==> src/rtl/pdll_pkg.sv <==
`timescale 1ns / 1ps
package pdll_pkg;
   localparam int NODES = 16;
   localparam int NW = $clog2(NODES);
   localparam int LW = NW + 1;
   localparam int VW = 32;
   localparam logic [LW-1:0] NIL = LW'(NODES);

   localparam logic [2:0] OP_APPEND  = 3'd0;
   localparam logic [2:0] OP_PREPEND = 3'd1;
   localparam logic [2:0] OP_INSERT  = 3'd2;
   localparam logic [2:0] OP_SEARCH  = 3'd3;
   localparam logic [2:0] OP_DELETE  = 3'd4;

   localparam logic [1:0] ST_OK      = 2'd0;
   localparam logic [1:0] ST_FULL    = 2'd1;
   localparam logic [1:0] ST_BAD     = 2'd2;
   localparam logic [1:0] ST_MISSING = 2'd3;

   typedef struct packed {
      logic load;
      logic alloc;
      logic walk_init;
      logic walk_step;
      logic unlink;
      logic respond;
   } cmd_type;

   typedef struct packed {
      logic pool_empty;
      logic target_ok;
      logic walk_hit;
      logic walk_end;
   } sts_type;
endpackage

==> src/rtl/pdll_datapath.sv <==
`timescale 1ns / 1ps
module pdll_datapath
   import pdll_pkg::*;
(
   input  logic          clock,
   input  logic          reset,
   input  cmd_type       cmd,
   input  logic [1:0]    rsp_code,
   input  logic [2:0]    req_operation,
   input  logic [VW-1:0] req_value,
   input  logic [3:0]    req_target_node,
   output sts_type       sts,
   output logic          rsp_strobe,
   output logic [1:0]    rsp_status,
   output logic [3:0]    rsp_node
);
   logic [VW-1:0] val_ff   [NODES];
   logic [LW-1:0] next_ff  [NODES];
   logic [LW-1:0] prev_ff  [NODES];
   logic [LW-1:0] free_ff  [NODES];
   logic [NODES-1:0] used_ff;
   logic [LW-1:0] head_ff, tail_ff, top_ff, cur_ff;
   logic [LW-1:0] steps_ff;
   logic [2:0]    op_ff;
   logic [VW-1:0] v_ff;
   logic [3:0]    tgt_ff;
   logic          strobe_ff;
   logic [1:0]    status_ff;
   logic [3:0]    node_ff;
   logic [NW-1:0] ci, ti, ni;
   logic [LW-1:0] p, q, after;

   assign ci = cur_ff[NW-1:0];
   assign ti = tgt_ff[NW-1:0];
   assign ni = top_ff[NW-1:0];
   assign p = prev_ff[ci];
   assign q = next_ff[ci];
   assign after = next_ff[ti];

   assign sts.pool_empty = top_ff == NIL;
   assign sts.target_ok = (LW'(tgt_ff) < LW'(NODES)) && used_ff[ti];
   assign sts.walk_hit = val_ff[ci] == v_ff;
   assign sts.walk_end = (cur_ff == NIL) || (steps_ff == LW'(NODES));

   always_ff @(posedge clock) begin
      if (reset) begin
         head_ff <= NIL;
         tail_ff <= NIL;
         top_ff <= '0;
         used_ff <= '0;
         strobe_ff <= 1'b0;
         for (int i = 0; i < NODES; i++) begin
            val_ff[i] <= '0;
            next_ff[i] <= NIL;
            prev_ff[i] <= NIL;
            free_ff[i] <= LW'(i + 1);
         end
      end else begin
         strobe_ff <= cmd.respond;
         if (cmd.respond) begin
            status_ff <= rsp_code;
            node_ff <= (rsp_code == ST_OK) ?
                       ((op_ff == OP_SEARCH || op_ff == OP_DELETE) ?
                        4'(cur_ff) : 4'(top_ff)) : 4'd0;
         end
         if (cmd.load) begin
            op_ff <= req_operation;
            v_ff <= req_value;
            tgt_ff <= req_target_node;
         end
         if (cmd.alloc) begin
            top_ff <= free_ff[ni];
            val_ff[ni] <= v_ff;
            used_ff[ni] <= 1'b1;
            if (op_ff == OP_INSERT) begin
               prev_ff[ni] <= LW'(tgt_ff);
               next_ff[ni] <= after;
               next_ff[ti] <= top_ff;
               if (after != NIL) prev_ff[after[NW-1:0]] <= top_ff;
               else tail_ff <= top_ff;
            end else if (head_ff == NIL) begin
               next_ff[ni] <= NIL;
               prev_ff[ni] <= NIL;
               head_ff <= top_ff;
               tail_ff <= top_ff;
            end else if (op_ff == OP_APPEND) begin
               next_ff[ni] <= NIL;
               prev_ff[ni] <= tail_ff;
               next_ff[tail_ff[NW-1:0]] <= top_ff;
               tail_ff <= top_ff;
            end else begin
               next_ff[ni] <= head_ff;
               prev_ff[ni] <= NIL;
               prev_ff[head_ff[NW-1:0]] <= top_ff;
               head_ff <= top_ff;
            end
         end
         if (cmd.walk_init) begin
            cur_ff <= head_ff;
            steps_ff <= '0;
         end
         if (cmd.walk_step) begin
            cur_ff <= q;
            steps_ff <= steps_ff + 1'b1;
         end
         if (cmd.unlink) begin
            if (p != NIL) next_ff[p[NW-1:0]] <= q;
            else head_ff <= q;
            if (q != NIL) prev_ff[q[NW-1:0]] <= p;
            else tail_ff <= p;
            val_ff[ci] <= '0;
            next_ff[ci] <= NIL;
            prev_ff[ci] <= NIL;
            used_ff[ci] <= 1'b0;
            free_ff[ci] <= top_ff;
            top_ff <= cur_ff;
         end
      end
   end

   assign rsp_strobe = strobe_ff;
   assign rsp_status = status_ff;
   assign rsp_node = node_ff;
endmodule

==> src/rtl/pdll_control.sv <==
`timescale 1ns / 1ps
module pdll_control
   import pdll_pkg::*;
(
   input  logic       clock,
   input  logic       reset,
   input  logic       req_start,
   input  logic [2:0] req_operation,
   input  sts_type    sts,
   output cmd_type    cmd,
   output logic [1:0] rsp_code,
   output logic       busy
);
   localparam logic [1:0] S_IDLE = 2'd0;
   localparam logic [1:0] S_DECIDE = 2'd1;
   localparam logic [1:0] S_WALK = 2'd2;

   logic [1:0] state_ff, state_in;
   logic [2:0] op_ff;

   always_ff @(posedge clock) begin
      if (reset) state_ff <= S_IDLE;
      else state_ff <= state_in;
      if (cmd.load) op_ff <= req_operation;
   end

   always_comb begin
      cmd = '0;
      rsp_code = ST_OK;
      state_in = state_ff;
      case (state_ff)
         S_IDLE: begin
            if (req_start) begin
               cmd.load = 1'b1;
               cmd.walk_init = 1'b1;
               state_in = S_DECIDE;
            end
         end
         S_DECIDE: begin
            state_in = S_IDLE;
            cmd.respond = 1'b1;
            if (op_ff == OP_APPEND || op_ff == OP_PREPEND) begin
               if (sts.pool_empty) rsp_code = ST_FULL;
               else cmd.alloc = 1'b1;
            end else if (op_ff == OP_INSERT) begin
               if (!sts.target_ok) rsp_code = ST_BAD;
               else if (sts.pool_empty) rsp_code = ST_FULL;
               else cmd.alloc = 1'b1;
            end else if (op_ff == OP_SEARCH || op_ff == OP_DELETE) begin
               cmd.respond = 1'b0;
               state_in = S_WALK;
            end else begin
               rsp_code = ST_BAD;
            end
         end
         S_WALK: begin
            if (sts.walk_end) begin
               cmd.respond = 1'b1;
               rsp_code = ST_MISSING;
               state_in = S_IDLE;
            end else if (sts.walk_hit) begin
               cmd.respond = 1'b1;
               cmd.unlink = op_ff == OP_DELETE;
               state_in = S_IDLE;
            end else begin
               cmd.walk_step = 1'b1;
            end
         end
         default: state_in = S_IDLE;
      endcase
   end

   assign busy = state_ff != S_IDLE;
endmodule

==> src/rtl/pooled_doubly_linked_list_top.sv <==
`timescale 1ns / 1ps
// Append, prepend, insert-after and unknown codes pass from the accepting edge through the
// decide state to the registered result; a new beat is taken only once busy has dropped.
// Search and delete also walk the list from the head, taking at most NODES walk steps.
// Busy drops as the result strobe rises; one beat is in work at a time.
// The result strobe lasts one cycle and the receiver cannot stall it.
// Synchronous reset empties the list and rebuilds the free stack at once.
module pooled_doubly_linked_list_top
   import pdll_pkg::*;
(
   input  logic          clock,
   input  logic          reset,
   input  logic          start,
   output logic          busy,
   input  logic [2:0]    req_operation,
   input  logic [VW-1:0] req_value,
   input  logic [3:0]    req_target_node,
   output logic          rsp_strobe,
   output logic [1:0]    rsp_status,
   output logic [3:0]    rsp_node
);
   cmd_type cmd;
   sts_type sts;
   logic [1:0] code;
   logic fsm_busy;

   assign busy = fsm_busy;

   pdll_control u_ctrl (
      .clock, .reset, .req_start(start), .req_operation, .sts, .cmd,
      .rsp_code(code), .busy(fsm_busy)
   );
   pdll_datapath u_dp (
      .clock, .reset, .cmd, .rsp_code(code), .req_operation, .req_value,
      .req_target_node, .sts, .rsp_strobe, .rsp_status, .rsp_node
   );
endmodule

==> config.mk <==
export PLATFORM = sky130hd
export DESIGN_NAME = pooled_doubly_linked_list_top
export DESIGN_NICKNAME = d
export VERILOG_FILES = /design/src/rtl/pdll_pkg.sv /design/src/rtl/pdll_datapath.sv /design/src/rtl/pdll_control.sv /design/src/rtl/pooled_doubly_linked_list_top.sv
export SDC_FILE = /design/constraint.sdc
export NUM_CORES = 1
export LEC_CHECK = 0
export BUFFER_PORTS_ARGS = -buffer_cell sky130_fd_sc_hd__buf_4
export CORE_MARGIN = 2
export CORE_UTILIZATION = 40
export DETAILED_ROUTE_END_ITERATION = 16
export HOLD_SLACK_MARGIN = 0.06
export MAX_ROUTING_LAYER = met4
export PLACE_DENSITY = 0.59
export SLEW_MARGIN = 20
export SYNTH_ARGS = -nofsm -noshare
export SYNTH_HDL_FRONTEND = slang
export SYNTH_SLANG_ARGS = --single-unit
==> constraint.sdc <==
create_clock -name clock -period 14.8 [get_ports clock]
set_clock_uncertainty 0.05 [all_clocks]
set_input_delay 1.48 -clock clock [delete_from_list [all_inputs] [get_ports clock]]
set_output_delay 1.48 -clock clock [all_outputs]
set_load 0.005 [all_outputs]
==> impl_metrics.toml <==
[power_and_ir_drop]
combPwrFrac_pct = 8.8
leakage_nw = 15.6
p_sw_mw = 1.35
power.share.clock_pct = 40.6
vdd_drop_max_mv = 0.109
p_int_mw = 4.13
power_density_nw_per_um2 = 119
netSwitchingFraction_pct = 24.6
power_frac_seq_pct = 50.6

[yosys]
synthTopCellsByCount = "edfxtp_1, nor2_1, nand2_1, mux4_2, clkbuf_1"
synthArstFlopShare_pct = 0
ys_seq_area_share_pct = 60.9
avgSynthCellArea_um2 = 12.6
ys_ff_latch = 856
syn_area_um2 = 41400
synth.net_count = 3328
synth_top_area_share_pct = 58.7
ys_top_cells_by_area = "edfxtp_1, mux4_2, nor2_1"
synth_top_area_cell = "edfxtp_1"
synth_cell_type_count = 86
yosys_warnings = 0
synth_edf_count = 810
synth_most_common_cell = "edfxtp_1"
postSynthCellCount = 3281
synth_ff_type = "edfxtp_1"

[timing]
rsz0062_at_grt = "no"
tns_ns = 0
finalCriticalPeriod_ns = 7.58
setup_violations = 0
worst_pin_slew_ns = 1.18
relSlewSlack_pct = 21.1
slew_viol_final = 0
finalHoldViolCount = 0
max_freq_mhz = 132
finalCritPeriodShare_pct = 51.2

[die]
io_pins = 50
die_h_um = 326
dieArea_um2 = 106000
die_width_um = 326
rows = 118
core_area_um2 = 103000
initial_core_util_pct = 40.1

[routing]
wl_per_cell_um = 29.1
drtAntennaViolNets = 0
routed_wl_um = 137000
drt_pass1_iterations = 6
viasPerCell = 6.08
vias = 28600
drc = 0
dr.first_iter.drc_count = 3665

[clock_network]
cts_hold_buffers = 0
cts.repair.resized = 0
clk_path_buf_depth = 3
clk_pin_slew_ns = 0.07
cts_buffers = 92
h-tree-depth = 3
cts_root_buf = "clkbuf_16"
clk_latency_ns = 0.69
clock_sinks = 856
post_cts_buffers = 0
cts_tree = "yes"

[final_layout]
stdcell_count = 4714
syn_to_final_growth_pct = 11.6
drive_gt1_share_pct = 16.9
nets = 3309

[setup_path]
worst_ep_arrival_time_ns = 7.82
critical_path_depth = 12
cpMostUsedCell = "nand2_2"
reg2reg_to = "u_dp.val_ff[6][7]"
path_cells = "buf_12 > nor2b_1 > a221oi_1 > xor2_1 > or4_1 > a211o_1 > nor4_2 > buf_4 > nor2_1 > nor2_4 > nand2_2 > nand2_2"
reg2reg_depth = 12
path_max_fanout = 121
path_buf_inv = 2
path_class = "reg2reg"
crit_family = "simple AND/OR/NAND/NOR gates"
crit_path_end = "u_dp.val_ff[6][7]"
max_stage_delay_ns = 1.03
endpoint_kind = "register"
cp.required_ns = 15.04
reg2reg_slack_ns = 7.22
worst_setup_path_start_kind = "register"
crit_slowest_cell = "nand2_2"

[global_route]
grt_pass1_wl_um = 198000
grt_max_degree = 122
grt_remaining_overflow = 0
gr-usage-all-layers_pct = 26.3
grt_antenna_before_repair = 1
grt_pass1_vias = 28000

[run]
cap_violations = 0

[placed_design]
dp_hpwl_um = 88500
placed_cells = 4548
place_congestion = 1.01
numPortBuffers = 49

[worst_hold_path]
hold_class = "reg2reg"
hp-start = "u_dp.used_ff[12]"

[status]
status = "completed"
## layout by cell type (no fill, tap or decap), types with 11 or more instances in the layout
| cell type | Yosys | layout |
|---|---|---|
| inv_1 | 38 | 37 |
| dfxtp_1 | 46 | 42 |
| edfxtp_1 | 810 | 810 |
| o22ai_1 | 60 | 60 |
| nor2_1 | 677 | 672 |
| mux4_2 | 174 | 174 |
| nor2b_1 | 24 | 24 |
| o21ai_4 | 0 | 14 |
| clkinv_1 | 2 | 24 |
| o31ai_1 | 40 | 40 |
| clkbuf_16 | 0 | 92 |
| nor4_1 | 15 | 14 |
| a31oi_1 | 15 | 15 |
| xnor2_1 | 28 | 28 |
| clkbuf_1 | 173 | 20 |
| a21oi_1 | 46 | 46 |
| nand3_1 | 46 | 46 |
| nor3_1 | 63 | 61 |
| nand2_2 | 0 | 14 |
| a22oi_1 | 45 | 45 |
| mux2_2 | 55 | 55 |
| or2_2 | 14 | 14 |
| xor2_1 | 30 | 30 |
| o21ai_0 | 80 | 79 |
| and2_1 | 29 | 29 |
| buf_4 | 18 | 129 |
| a22o_1 | 35 | 35 |
| o21ai_1 | 24 | 11 |
| nand2b_1 | 23 | 23 |
| nand2_1 | 299 | 281 |
| mux2i_1 | 117 | 117 |
| a221oi_1 | 18 | 18 |
| clkinv_2 | 0 | 13 |
| and3_1 | 28 | 28 |
## tightest hold or removal path, cell delays in order (launching register included)
cell	delay (ns)
dfxtp_1	0.31
inv_1	0.05
o22ai_1	0.05
## per-layer routing
layer	wire length, um	vias up	track usage, %	share of wire [%]
met2	66400	1600	42.2	48
met4	6420	0	11.2	4.7
met5	0	-	-	0
li1	-	12200	-	-
met3	11200	375	3.82	8.1
met1	53400	14400	33.4	39
## worst min-delay path by stage
stage	to	cells after the start	slack, ns
floorplan	u_dp.used_ff[2]	2	0.38
global placement	u_dp.used_ff[3]	2	0.38
detailed placement	u_dp.used_ff[12]	2	0.39
CTS	u_dp.used_ff[12]	2	0.40
global route	u_dp.used_ff[2]	2	0.42
finish	u_dp.used_ff[12]	2	0.40
## sequential cells by signal, indices dropped and copies added (netlist names), named ones only
| signal | flops |
|---|---|
| u_ctrl.op_ff | 3 |
| u_dp.op_ff | 3 |
| u_dp.rsp_status | 2 |
| u_dp.cur_ff | 5 |
| u_dp.prev_ff | 80 |
| u_dp.rsp_strobe | 1 |
| u_dp.tail_ff | 5 |
| u_dp.rsp_node | 4 |
| u_dp.val_ff | 512 |
| u_dp.head_ff | 5 |
| u_dp.v_ff | 32 |
| u_dp.steps_ff | 5 |
| u_dp.next_ff | 80 |
| u_dp.tgt_ff | 4 |
| u_dp.top_ff | 5 |
| u_dp.used_ff | 16 |
| u_ctrl.state_ff | 2 |
| u_dp.free_ff | 80 |
## kinds of logic after synthesis
kind of cell    Yosys count  synth area share (%)
compound gates          447                  7.44
xor+xnor                 58                  1.23
fa+ha+maj                 5                 0.151
buf+inv                 284                  2.99
flops                   856                  60.9
mux                     347                  13.8
simple gates           1284                  13.5
## through the flow
step,instance area (um2),power [mW],util [%],worst slack [ns],hold slack (ns)
after floorplan,41400,3.11,-,10.06,0.376
after global placement,43300,3.30,42.0,7.36,0.383
after detailed placement,43300,3.30,42.0,7.33,0.389
after CTS,46200,5.50,44.8,7.30,0.398
after global routing,46200,5.62,44.8,7.03,0.418
final,46200,5.48,44.8,7.22,0.399
## layout make-up
cell class                 instances  area, um2
tap                             1380       1730
clock buffer                     114       2400
clock inverter                    50        445
antenna                            2       5.00
sequential                       856      25300
timing repair buffer             131       1010
inverter                          40        150
fill                            9363      57000
multi-input combinational       2141      15200
## power by group through the flow
stage,Combinational (mW),Clock [mW],Sequential (mW)
floorplan,0.322,0,2.79
global placement,0.474,0,2.82
detailed placement,0.475,0,2.83
CTS,0.477,2.25,2.77
global route,0.505,2.34,2.78
finish,0.481,2.23,2.77
Power figures use the tool's default switching activity.
